## src/design/cpd_pkg.sv

```systemverilog
package cpd_pkg;

  // Sizes of the payload store and of the result fields.
  localparam int unsigned MaxPayload = 64;
  localparam int unsigned AddrW      = $clog2(MaxPayload);
  localparam int unsigned ByteW      = 8;
  localparam int unsigned LenW       = 7;
  localparam int unsigned IdxW       = 6;

  localparam logic [ByteW-1:0] SyncReset = 8'hAA;

  // Framing phases of the receiver.
  typedef enum logic [2:0] {
    PhHunt,
    PhCmd,
    PhLen,
    PhData,
    PhCheck,
    PhEmit
  } phase_e;

  // Commands from the controller to the datapath.
  typedef struct packed {
    logic load_sync;
    logic load_command;
    logic load_length;
    logic load_data;
    logic emitting;
    logic emit_step;
  } cpd_cmd_t;

  // Status from the datapath to the controller.
  typedef struct packed {
    logic sync_match;
    logic length_zero;
    logic data_done;
    logic check_ok;
    logic last_result;
  } cpd_status_t;

endpackage

```

## src/design/cpd_in_if.sv

```systemverilog
interface cpd_in_if;
  logic                    valid;
  logic                    ready;
  logic [cpd_pkg::ByteW-1:0] rx_byte;

  modport source (output valid, output rx_byte, input ready);
  modport sink (input valid, input rx_byte, output ready);
endinterface

```

## src/design/cpd_out_if.sv

```systemverilog
interface cpd_out_if;
  logic                      valid;
  logic                      ready;
  logic [cpd_pkg::ByteW-1:0] command;
  logic [cpd_pkg::LenW-1:0]  length;
  logic [cpd_pkg::IdxW-1:0]  byte_index;
  logic [cpd_pkg::ByteW-1:0] payload_byte;
  logic                      has_data;
  logic                      last;

  modport source (output valid, output command, output length, output byte_index,
                  output payload_byte, output has_data, output last, input ready);
  modport sink (input valid, input command, input length, input byte_index,
                input payload_byte, input has_data, input last, output ready);
endinterface

```

## src/design/cpd_ctrl.sv

```systemverilog
module cpd_ctrl (
  input  logic                 clk_i,
  input  logic                 rst_ni,
  input  logic                 in_valid_i,
  output logic                 in_ready_o,
  output logic                 out_valid_o,
  input  logic                 out_ready_i,
  input  cpd_pkg::cpd_status_t status_i,
  output cpd_pkg::cpd_cmd_t    cmd_o
);

  cpd_pkg::phase_e state_q, state_d;
  logic            in_take;

  // State register.
  always_ff @(posedge clk_i or negedge rst_ni) begin
    if (!rst_ni) begin
      state_q <= cpd_pkg::PhHunt;
    end else begin
      state_q <= state_d;
    end
  end

  assign in_take = in_valid_i && in_ready_o;

  // Next state and commands.
  always_comb begin
    state_d     = state_q;
    in_ready_o  = 1'b1;
    out_valid_o = 1'b0;
    cmd_o       = '0;
    case (state_q)
      cpd_pkg::PhHunt: begin
        if (in_take && status_i.sync_match) begin
          cmd_o.load_sync = 1'b1;
          state_d         = cpd_pkg::PhCmd;
        end
      end
      cpd_pkg::PhCmd: begin
        if (in_take) begin
          cmd_o.load_command = 1'b1;
          state_d            = cpd_pkg::PhLen;
        end
      end
      cpd_pkg::PhLen: begin
        if (in_take) begin
          cmd_o.load_length = 1'b1;
          state_d = status_i.length_zero ? cpd_pkg::PhCheck : cpd_pkg::PhData;
        end
      end
      cpd_pkg::PhData: begin
        if (in_take) begin
          cmd_o.load_data = 1'b1;
          if (status_i.data_done) begin
            state_d = cpd_pkg::PhCheck;
          end
        end
      end
      cpd_pkg::PhCheck: begin
        if (in_take) begin
          state_d = status_i.check_ok ? cpd_pkg::PhEmit : cpd_pkg::PhHunt;
        end
      end
      cpd_pkg::PhEmit: begin
        in_ready_o     = 1'b0;
        out_valid_o    = 1'b1;
        cmd_o.emitting = 1'b1;
        if (out_ready_i) begin
          cmd_o.emit_step = 1'b1;
          if (status_i.last_result) begin
            state_d = cpd_pkg::PhHunt;
          end
        end
      end
      default: begin
        state_d = cpd_pkg::PhHunt;
      end
    endcase
  end

endmodule

```

## src/design/cpd_datapath.sv

```systemverilog
module cpd_datapath (
  input  logic                        clk_i,
  input  logic                        rst_ni,
  input  logic                        sync_we_i,
  input  logic [cpd_pkg::ByteW-1:0]   sync_data_i,
  input  logic [cpd_pkg::ByteW-1:0]   rx_byte_i,
  input  cpd_pkg::cpd_cmd_t           cmd_i,
  output cpd_pkg::cpd_status_t        status_o,
  output logic [cpd_pkg::ByteW-1:0]   command_o,
  output logic [cpd_pkg::LenW-1:0]    length_o,
  output logic [cpd_pkg::IdxW-1:0]    byte_index_o,
  output logic [cpd_pkg::ByteW-1:0]   payload_byte_o,
  output logic                        has_data_o,
  output logic                        last_o
);

  logic [cpd_pkg::ByteW-1:0] sync_q;
  logic [cpd_pkg::ByteW-1:0] command_q;
  logic [cpd_pkg::ByteW-1:0] length_q;
  logic [cpd_pkg::ByteW-1:0] fill_q, fill_d;
  logic [cpd_pkg::ByteW-1:0] sum_q, sum_d;
  logic [cpd_pkg::IdxW-1:0]  idx_q, idx_d;
  logic [cpd_pkg::AddrW-1:0] rd_addr;
  logic [cpd_pkg::ByteW-1:0] rd_q;
  logic [cpd_pkg::ByteW-1:0] mem [cpd_pkg::MaxPayload];
  logic                      fill_in_range;

  function automatic logic [cpd_pkg::AddrW-1:0] AddrWCast(input logic [cpd_pkg::IdxW-1:0] v);
    return v[cpd_pkg::AddrW-1:0];
  endfunction

  // Sync byte register, written from the configuration port.
  always_ff @(posedge clk_i or negedge rst_ni) begin
    if (!rst_ni) begin
      sync_q <= cpd_pkg::SyncReset;
    end else if (sync_we_i) begin
      sync_q <= sync_data_i;
    end
  end

  // Running checksum and fill count.
  always_comb begin
    sum_d  = sum_q;
    fill_d = fill_q;
    if (cmd_i.load_sync) begin
      sum_d = rx_byte_i;
    end else if (cmd_i.load_command || cmd_i.load_length || cmd_i.load_data) begin
      sum_d = sum_q + rx_byte_i;
    end
    if (cmd_i.load_length) begin
      fill_d = '0;
    end else if (cmd_i.load_data) begin
      fill_d = fill_q + 8'd1;
    end
  end

  // Emission index: advances per delivered result, rests at zero otherwise.
  always_comb begin
    idx_d = idx_q;
    if (!cmd_i.emitting) begin
      idx_d = '0;
    end else if (cmd_i.emit_step) begin
      idx_d = idx_q + 6'd1;
    end
  end

  always_ff @(posedge clk_i or negedge rst_ni) begin
    if (!rst_ni) begin
      sum_q     <= '0;
      fill_q    <= '0;
      command_q <= '0;
      length_q  <= '0;
      idx_q     <= '0;
    end else begin
      sum_q  <= sum_d;
      fill_q <= fill_d;
      idx_q  <= idx_d;
      if (cmd_i.load_command) begin
        command_q <= rx_byte_i;
      end
      if (cmd_i.load_length) begin
        length_q <= rx_byte_i;
      end
    end
  end

  // Payload store: written while filling, read ahead of the emission index.
  assign fill_in_range = fill_q < 8'(cpd_pkg::MaxPayload);
  assign rd_addr       = cmd_i.emit_step ? AddrWCast(idx_q + 6'd1) : AddrWCast(idx_q);

  always_ff @(posedge clk_i) begin
    if (cmd_i.load_data && fill_in_range) begin
      mem[fill_q[cpd_pkg::AddrW-1:0]] <= rx_byte_i;
    end
    rd_q <= mem[rd_addr];
  end

  // Status for the controller.
  assign status_o.sync_match  = rx_byte_i == sync_q;
  assign status_o.length_zero = rx_byte_i == '0;
  assign status_o.data_done   = {1'b0, fill_q} + 9'd1 >= {1'b0, length_q};
  assign status_o.check_ok    = (sum_q == rx_byte_i) &&
                                (length_q <= 8'(cpd_pkg::MaxPayload));
  assign status_o.last_result = (length_q == '0) ||
                                ({2'b00, idx_q} + 8'd1 == length_q);

  // Result fields.
  assign command_o      = command_q;
  assign length_o       = length_q[cpd_pkg::LenW-1:0];
  assign byte_index_o   = idx_q;
  assign has_data_o     = length_q != '0;
  assign payload_byte_o = has_data_o ? rd_q : '0;
  assign last_o         = status_o.last_result;

endmodule

```

## src/design/checksummed_packet_deframer.sv

```systemverilog
// A packet's first result appears in the cycle after its checksum byte is taken.
// Throughput: one received byte per cycle while framing; then one result per cycle, while the sink
// is ready, for the payload burst, during which no byte is taken (the payload store has one read port).
// Reset: asynchronous, active low; returns to sync hunting with the sync byte at 0xAA.
// The payload store is not cleared; only bytes written in the current packet are read.
module checksummed_packet_deframer (
  input  logic                      clk_i,
  input  logic                      rst_ni,
  input  logic                      sync_byte_we_i,
  input  logic [cpd_pkg::ByteW-1:0] sync_byte_i,
  cpd_in_if.sink                    rx_i,
  cpd_out_if.source                 res_o
);

  cpd_pkg::cpd_cmd_t    cmd;
  cpd_pkg::cpd_status_t status;

  // Framing controller.
  cpd_ctrl u_ctrl (
    .clk_i       (clk_i),
    .rst_ni      (rst_ni),
    .in_valid_i  (rx_i.valid),
    .in_ready_o  (rx_i.ready),
    .out_valid_o (res_o.valid),
    .out_ready_i (res_o.ready),
    .status_i    (status),
    .cmd_o       (cmd)
  );

  // Checksum, payload store and result fields.
  cpd_datapath u_datapath (
    .clk_i          (clk_i),
    .rst_ni         (rst_ni),
    .sync_we_i      (sync_byte_we_i),
    .sync_data_i    (sync_byte_i),
    .rx_byte_i      (rx_i.rx_byte),
    .cmd_i          (cmd),
    .status_o       (status),
    .command_o      (res_o.command),
    .length_o       (res_o.length),
    .byte_index_o   (res_o.byte_index),
    .payload_byte_o (res_o.payload_byte),
    .has_data_o     (res_o.has_data),
    .last_o         (res_o.last)
  );

endmodule
```

## src/flat_wrapper.sv

```systemverilog
// flat-port wrapper written by rule: the top's interface ports become plain ports
module checksummed_packet_deframer_flat 
  (clk_i, rst_ni, sync_byte_we_i, sync_byte_i, rx_i_valid, rx_i_rx_byte, rx_i_ready, res_o_valid, res_o_command, res_o_length, res_o_byte_index, res_o_payload_byte, res_o_has_data, res_o_last, res_o_ready);
  cpd_in_if rx_i_i ();
  cpd_out_if res_o_i ();
  input  logic clk_i;
  input  logic rst_ni;
  input  logic sync_byte_we_i;
  input  logic [cpd_pkg::ByteW-1:0] sync_byte_i;
  input wire logic [$bits(rx_i_i.valid)-1:0] rx_i_valid;
  input wire logic [$bits(rx_i_i.rx_byte)-1:0] rx_i_rx_byte;
  output wire logic [$bits(rx_i_i.ready)-1:0] rx_i_ready;
  output wire logic [$bits(res_o_i.valid)-1:0] res_o_valid;
  output wire logic [$bits(res_o_i.command)-1:0] res_o_command;
  output wire logic [$bits(res_o_i.length)-1:0] res_o_length;
  output wire logic [$bits(res_o_i.byte_index)-1:0] res_o_byte_index;
  output wire logic [$bits(res_o_i.payload_byte)-1:0] res_o_payload_byte;
  output wire logic [$bits(res_o_i.has_data)-1:0] res_o_has_data;
  output wire logic [$bits(res_o_i.last)-1:0] res_o_last;
  input wire logic [$bits(res_o_i.ready)-1:0] res_o_ready;
  assign rx_i_i.valid = rx_i_valid;
  assign rx_i_i.rx_byte = rx_i_rx_byte;
  assign rx_i_ready = rx_i_i.ready;
  assign res_o_valid = res_o_i.valid;
  assign res_o_command = res_o_i.command;
  assign res_o_length = res_o_i.length;
  assign res_o_byte_index = res_o_i.byte_index;
  assign res_o_payload_byte = res_o_i.payload_byte;
  assign res_o_has_data = res_o_i.has_data;
  assign res_o_last = res_o_i.last;
  assign res_o_i.ready = res_o_ready;
  checksummed_packet_deframer u_core (.clk_i(clk_i), .rst_ni(rst_ni), .sync_byte_we_i(sync_byte_we_i), .sync_byte_i(sync_byte_i), .rx_i(rx_i_i), .res_o(res_o_i));
endmodule
```

## config.mk

```make
export PLATFORM = sky130hd
export DESIGN_NAME = checksummed_packet_deframer_flat
export DESIGN_NICKNAME = d
export VERILOG_FILES = /design/src/design/cpd_pkg.sv /design/src/design/cpd_in_if.sv /design/src/design/cpd_out_if.sv /design/src/design/cpd_ctrl.sv /design/src/design/cpd_datapath.sv /design/src/design/checksummed_packet_deframer.sv /design/src/flat_wrapper.sv
export SDC_FILE = /design/constraint.sdc
export NUM_CORES = 1
export LEC_CHECK = 0
export ABC_CLOCK_PERIOD_IN_PS = 4000
export BUFFER_PORTS_ARGS = -buffer_cell sky130_fd_sc_hd__buf_2
export CORE_MARGIN = 2
export CORE_UTILIZATION = 42
export CTS_BUF_LIST = sky130_fd_sc_hd__clkbuf_2 sky130_fd_sc_hd__clkbuf_4 sky130_fd_sc_hd__clkbuf_8
export DETAILED_ROUTE_END_ITERATION = 10
export SLEW_MARGIN = 20
export SYNTH_ARGS = -nofsm -noshare
export SYNTH_HDL_FRONTEND = slang
export SYNTH_HIERARCHICAL = 1
export SYNTH_SLANG_ARGS = --single-unit
```

## constraint.sdc

```tcl
create_clock -name clk_i -period 4 [get_ports clk_i]
set_clock_uncertainty 0.05 [all_clocks]
set_input_delay 0 -clock clk_i [delete_from_list [all_inputs] [get_ports clk_i]]
set_output_delay 0 -clock clk_i [all_outputs]
set_load 0.01 [all_outputs]
```

==> flow_metrics.tcl, run 1 <==
set metrics [dict create \
    yosys-top-cells-area "edfxtp_1, mux2i_1, dfrtp_1, o22ai_1, mux2_2" \
    routabilityCongestion 0.862 \
    crit_path_start "u_core/u_ctrl/state_q[1]$_DFFE_PN0P_" \
    synth_edf_count 512 \
    p_per_area_nw_per_um2 425 \
    wl_per_cell_um 24.9 \
    cts_tree "yes" \
    min_from "sync_byte_we_i" \
    whs_endpoint "u_core/u_datapath/sync_q[0]$_DFFE_PN0P_" \
    slew_headroom_pct 21.9 \
    io_buffers 53 \
    post-route-period-util_pct 93.8 \
    path_class "flop to flop" \
    yosys-top-cells-count "mux2i_1, edfxtp_1, o22ai_1" \
    route.detailed.drc 0 \
    end_kind "flop" \
    crit_arrival_ps 4230 \
    num_io_pins 54 \
    area_delta_synth_final_pct 14.1 \
    worst_ep_required_time_ps 4480 \
    r2r_cells 8 \
    crit_fanout 25 \
    grt_pass1_vias 19300 \
    ys_ff_latch 569 \
    ir_drop_uv 255 \
    numCtsBuffers 96 \
    rrSetupSlack_ps 250 \
    grt.overflow.total 0 \
    finalHoldViolations 0 \
    setup_violations 0 \
    hold_class "primary input to flop" \
    drv_slew 0 \
    core.rowCount 95 \
    grt_pass1_wl_um 118000 \
    cts_htree_levels 3 \
    min_period_ps 3750 \
    die_area_um2 70200 \
    final_antenna_net_count 0 \
    grt_antenna_before_repair 2 \
    grt_usage_pct 22.4 \
    clock_path_buffers 3 \
    max_freq_ghz 0.267 \
    r2r-end "u_core/u_datapath/rd_q[3]$_DFF_P_" \
    ys_seq_area_share_pct 58.6 \
    layout.cells.non_filler 3187 \
    drive_above_1_share_pct 18.1 \
    cp_slowest_cell "o211ai_1" \
    drt-pass1-iter-count 5 \
    status "finished, final reports clean" \
    worst_path_largest_cell_delay_ps 770 \
    setup_slack_ps 248 \
    die_y_um 265 \
    die_width_um 265 \
    synthArstFlopShare_pct 8.61 \
    rsz0062_at_grt "false" \
    grt_start_max_net_pins 143 \
    fillers 5878 \
    tightest_slew_ps 1160 \
    yosysWarnings 6 \
    num_vias 19100 \
    dp_cells 2975 \
    drt_wl_total_um 79400 \
    avgSynthCellArea_um2 13.7 \
    regToRegStartpoint "u_core/u_ctrl/state_q[1]$_DFFE_PN0P_" \
    cts_root_buf "clkbuf_8" \
    synth_nets 2131 \
    dpl-instance-area_um2 30200 \
    worstSkewPairLatency_ps 710 \
    dp_slack_ps 366 \
    start_util_pct 42.5 \
    postSynthCellCount 2092 \
    cp_cell_sequence "nor2b_1 -> and3_4 -> nand2_1 -> o21ba_2 -> o211ai_1 -> a211oi_1 -> nor4_1 -> o311ai_0" \
    synth_top_area_cell "edfxtp_1" \
    min_path_cells 3 \
    clk_pin_slew_ps 60 \
    synth_most_common_cell "mux2i_1" \
    critPathLaunchType "flop" \
    multiInputGateArea_um2 11000 \
    tns_ps 0 \
    syn-cell-area_um2 28600 \
    drt_first_iter_violations 1512 \
    regArea_um2 16800 \
    synth_top_cell_area_share_pct 53.7 \
    power_mw 13.9 \
    via_per_inst 5.98 \
    dp_hpwl_um 49800 \
    drv_cap 0 \
    fin_nets 2277 \
    cts_setup_buffers 0 \
    fin_area_um2 32600 \
    core_um2 67300 \
    ys_types 74 \
    p_leak_nw 9.93 \
    synth_ff_type "edfxtp_1" \
    clock_sinks 569 \
]
==> what timing repair did <==
| item | in CTS | in global routing |
|---|---|---|
| hold buffers | 38 | 0 |
| gates resized for setup | 0 | 0 |
| endpoints found under the hold margin | 205 | 0 |
==> critical path: cells and delay by family (launching register included) <==
kind | cells | cell delay (ps)
compound gates | 4 | 1590
flops | 1 | 370
simple gates | 4 | 1540
==> layout by cell type, fill, tap and decap left out, drive strengths merged, types with 20 or more instances in the layout <==
cell,n
o22ai,175
mux2,67
a211oi,24
o21ai,33
inv,25
dlygate4sd3,38
mux2i,579
nor2b,20
nor2,102
buf,167
edfxtp,512
clkbuf,137
dfrtp,45
clkinv,22
nor3,43
nand2,45
a21oi,25
==> state kept, by name, summed over array words and instances (netlist names) <==
name and cells:
u_core/u_ctrl/state_q 3, u_core/u_datapath/mem 512, u_core/u_datapath/length_q 8, u_core/u_datapath/command_o 8
u_core/u_datapath/sum_q 8, u_core/u_datapath/rd_q 8, u_core/u_datapath/fill_q 8, u_core/u_datapath/sync_q 8
u_core/u_datapath/byte_index_o 6
==> kinds of logic (layout without fill, tap and decap cells) <==
| group | after synthesis | in the layout | synth area share [%] |
|---|---|---|---|
| and+or+nand+nor | 304 | 304 | 5.29 |
| xor gates and xnor gates | 34 | 34 | 1.04 |
| buffers and inverters | 179 | 400 | 3.14 |
| adders and majority gates | 18 | 18 | 0.814 |
| muxes | 649 | 649 | 23.1 |
| DFF | 569 | 569 | 58.6 |
| other | 0 | 1 | 0 |
| AOI/OAI and AO/OA | 339 | 339 | 7.95 |
==> worst max path at each step <==
stage                     slack (ps)  cells after the start                              endpoint
after floorplan                  820                     15  u_core/u_ctrl/state_q[0]$_DFFE_PN0P_
final                            250                      8     u_core/u_datapath/rd_q[3]$_DFF_P_
after detailed placement         370                      7     u_core/u_datapath/rd_q[1]$_DFF_P_
after global placement           470                      7     u_core/u_datapath/rd_q[1]$_DFF_P_
after CTS                        330                      7     u_core/u_datapath/rd_q[1]$_DFF_P_
after global routing             120                      8     u_core/u_datapath/rd_q[3]$_DFF_P_
==> per-layer routing <==
| layer | vias to the layer above | track usage [%] | share of wire [%] |
|---|---|---|---|
| li1 | 8514 | - | - |
| met1 | 9718 | 29.3 | 43 |
| met2 | 652 | 37.4 | 48 |
| met3 | 178 | 3.49 | 5.5 |
| met4 | 0 | 8.76 | 3.6 |
| met5 | - | 0 | 0 |
==> through the flow <==
stage                     hold WS, ps  util, %
after floorplan                  -346        -
final                             202     48.5
after global placement           -166     44.9
after detailed placement         -156     44.9
after CTS                         134     48.5
after global routing              182     48.5
==> final cells by class <==
type,instances,share of cell area (%)
Multi-Input combinational cell,1344,33.6
Timing Repair Buffer,205,5.02
Tap cell,873,3.35
Sequential cell,569,51.4
Clock inverter,36,1.17
Inverter,22,0.253
Antenna cell,1,0.00767
Clock buffer,137,5.18
==> report_power, final <==
part	leakage (nW)	internal, mW	total (mW)	switching (mW)
Sequential	5.27	6.66	6.81	0.152
Clock	1.08	3.24	5.62	2.38
Combinational	3.57	0.616	1.45	0.832
Total	9.93	10.5	13.9	3.37
Note: power is estimated with default switching activity, not from simulation.
==> run 2: changes to the inputs <==
Settings changed: ABC_AREA from default to 1.
==> run 2 against run 1 <==
Total power up 2.2%. Fmax up 2.4%. Cell area down 10%. First-iteration DRC count up 20%. Sequential power up 1%. Die area down 9.1%. Combinational power up 48%. Non-clock buffer count down 77. Wire length down 13%. Critical path depth up 2. Synthesized cell count up 26%. Largest cell class unchanged. Clock power down 8.2%.
==> flow_metrics.tcl, run 2 <==
set metrics [dict create \
    via_per_inst 5.16 \
    routabilityCongestion 0.853 \
    clock_sinks 569 \
    hold_class "primary input to flop" \
    multiInputGateArea_um2 6590 \
    power_mw 14.2 \
    rsz0062_at_grt "false" \
    clock_path_buffers 3 \
    tightest_slew_ps 1040 \
    final_util_pct 47.8 \
    die_y_um 253 \
    drt_first_iter_violations 1809 \
    max_freq_ghz 0.273 \
    cts_htree_levels 3 \
    dpl-instance-area_um2 27100 \
    postSynthCellCount 2627 \
    worstSkewPairLatency_ps 680 \
    num_vias 18500 \
    area_delta_synth_final_pct 13.0 \
    die_width_um 253 \
    post-route-period-util_pct 91.6 \
    ys_ff_latch 569 \
    path_class "flop to flop" \
    cts_root_buf "clkbuf_8" \
    tns_ps 0 \
    drt_wl_total_um 69500 \
    cts_tree "yes" \
    synth_top_area_cell "edfxtp_1" \
    regArea_um2 16800 \
    slew_headroom_pct 30.6 \
    power_frac_clock_pct 36.4 \
    io_buffers 53 \
    synth_ff_type "edfxtp_1" \
    finalHoldViolations 0 \
    drive_above_1_share_pct 10.5 \
    synth_nets 2666 \
    worst_path_largest_cell_delay_ps 660 \
    grt_antenna_before_repair 1 \
    swShare_pct 27.8 \
    synth_most_common_cell "nand2_1" \
    syn-cell-area_um2 26000 \
    die_area_um2 63800 \
    p_int_mw 10.2 \
    mostFrequentLayoutCell "nand2_1" \
    setup_violations 0 \
    seqPwrFrac_pct 48.5 \
    yosys-top-cells-count "nand2_1, nand3_1, inv_1" \
    grt_pass1_vias 18600 \
    largest_reg_flops 512 \
    core.rowCount 91 \
    critPathLaunchType "flop" \
    crit_fanout 8 \
    p_sw_mw 3.94 \
    start_util_pct 42.3 \
    drv_cap 0 \
    yosys-top-cells-area "edfxtp_1, nand3_1, nand2_1, inv_1, dfrtp_1" \
    worst_ep_required_time_ps 4490 \
    grt_usage_pct 22.0 \
    num_io_pins 54 \
    cp_cell_sequence "xnor2_1 -> nand4_1 -> dlygate4sd3_1 -> nor2_1 -> dlygate4sd3_1 -> nand3_2 -> nor3_1 -> nor3_1 -> nand2_1 -> o221ai_1" \
    ir_drop_uv 365 \
    dp_hpwl_um 40300 \
    grt_start_max_net_pins 87 \
    ys_seq_area_share_pct 64.6 \
    grt_pass1_wl_um 107000 \
    ys_types 42 \
    crit_arrival_ps 4150 \
    drv_slew 0 \
    min_period_ps 3660 \
    synthArstFlopShare_pct 8.61 \
    clk_pin_slew_ps 70 \
    cts_setup_buffers 0 \
    synth_edf_count 512 \
    core_um2 61400 \
    final_antenna_net_count 0 \
    end_kind "flop" \
    p_leak_nw 12.6 \
    antenna_cells 0 \
    route.detailed.drc 0 \
    p_comb_share_pct 15.1 \
    drt-pass1-iter-count 5 \
    p_per_area_nw_per_um2 483 \
    numCtsBuffers 95 \
    synth_top_cell_area_share_pct 59.2 \
    wl_per_cell_um 19.3 \
    grt.overflow.total 0 \
    yosysWarnings 6 \
    fin_area_um2 29300 \
    fillers 5649 \
    avgSynthCellArea_um2 9.88 \
    fin_nets 2766 \
    mostFrequentLayoutCells "nand2_1, nand3_1, inv_1" \
    status "finished, final reports clean" \
    cp_slowest_cell "nor3_1" \
]
run 2: changes by cell type after synthesis, sizes merged, moves of 38 or more:
cell   delta
inv     +515
mux2     -59
mux2i   -579
nand2   +557
nand3   +544
nor3     -38
o22ai   -174
run 2: area by class of cell:
| class | count | area share (%) |
|---|---|---|
| clock buffers | 138 | 5.62 |
| clock inverters | 36 | 0.862 |
| inverters | 540 | 6.92 |
| multi-input cells | 1393 | 22.5 |
| flip-flops and latches | 569 | 57.2 |
| well taps | 790 | 3.37 |
| repair buffers | 128 | 3.59 |
run 2: worst max-delay path: cells and delay by family, from the launching register on:
kind / cells / cell delay [ps]
xor+xnor: 1 / 110
flops: 1 / 540
compound gates: 1 / 120
buf+inv: 2 / 1170
simple gates: 6 / 1530
run 2: power groups by stage:
stage,logic [mW],registers [mW],clock network [mW]
after detailed placement,2.09,6.99,0
after CTS,2.13,6.87,5.27
after global placement,2.05,6.98,0
final,2.14,6.88,5.16
after global routing,2.37,6.90,5.51
after floorplan,1.42,6.94,0
run 2: kinds of logic (layout without fill, tap and decap cells):
group | Yosys count | count (layout) | share of synthesized area, %
simple gates | 1295 | 1295 | 22.0
xor+xnor | 20 | 20 | 0.675
flops | 569 | 569 | 64.6
fa+ha+maj | 18 | 18 | 0.896
mux | 8 | 8 | 0.347
buf+inv | 665 | 842 | 10.3
compound gates | 52 | 52 | 1.18
run 2: per-layer routing:
layer	vias to the layer above	global-route usage, %	wire (µm)	part of all wire [%]
met2	739	36.1	33400	48
met4	0	8.71	2120	3.1
met1	8921	28.9	28800	41
met5	-	0	0	0
li1	8757	-	-	-
met3	132	4.35	5170	7.4
run 2: metrics by stage:
stage          worst slack [ps]  std cells  hold slack [ps]
2_1_floorplan              1400       2627             -346
3_3_place_gp                837       3386              185
3_5_place_dp                863       3386              187
4_1_cts                     294       3593             34.4
5_1_grt                     164       3594             79.1
6_report                    336       3594             63.7
run 2: worst paths after layout:
| kind | to | cells after the start | slack, ps | startpoint |
|---|---|---|---|---|
| worst max register to register | u_core/u_datapath/sum_q[3]$_DFFE_PN0P_ | 10 | 340 | u_core/u_datapath/sync_q[5]$_DFFE_PN1P_ |
| worst min-delay path | u_core/u_datapath/length_q[1]$_DFFE_PN0P_ | 4 | 60 | rx_i_rx_byte[1] |
| min in group asynchronous | u_core/u_datapath/command_o[0]$_DFFE_PN0P_ | 3 | 390 | rst_ni |
| max in group asynchronous | u_core/u_datapath/sync_q[0]$_DFFE_PN0P_ | 3 | 3070 | rst_ni |
| worst max-delay path | u_core/u_datapath/sum_q[3]$_DFFE_PN0P_ | 10 | 340 | u_core/u_datapath/sync_q[5]$_DFFE_PN1P_ |
| worst min register to register | u_core/u_datapath/command_o[2]$_DFFE_PN0P_ | 2 | 440 | u_core/u_datapath/command_o[2]$_DFFE_PN0P_ |
run 2: what timing repair did:
item / CTS / global route
resized for setup: 0 / 0
hold buffers: 33 / 1
endpoints found under the hold margin: 83 / 45
setup endpoints to repair: 0 / 0
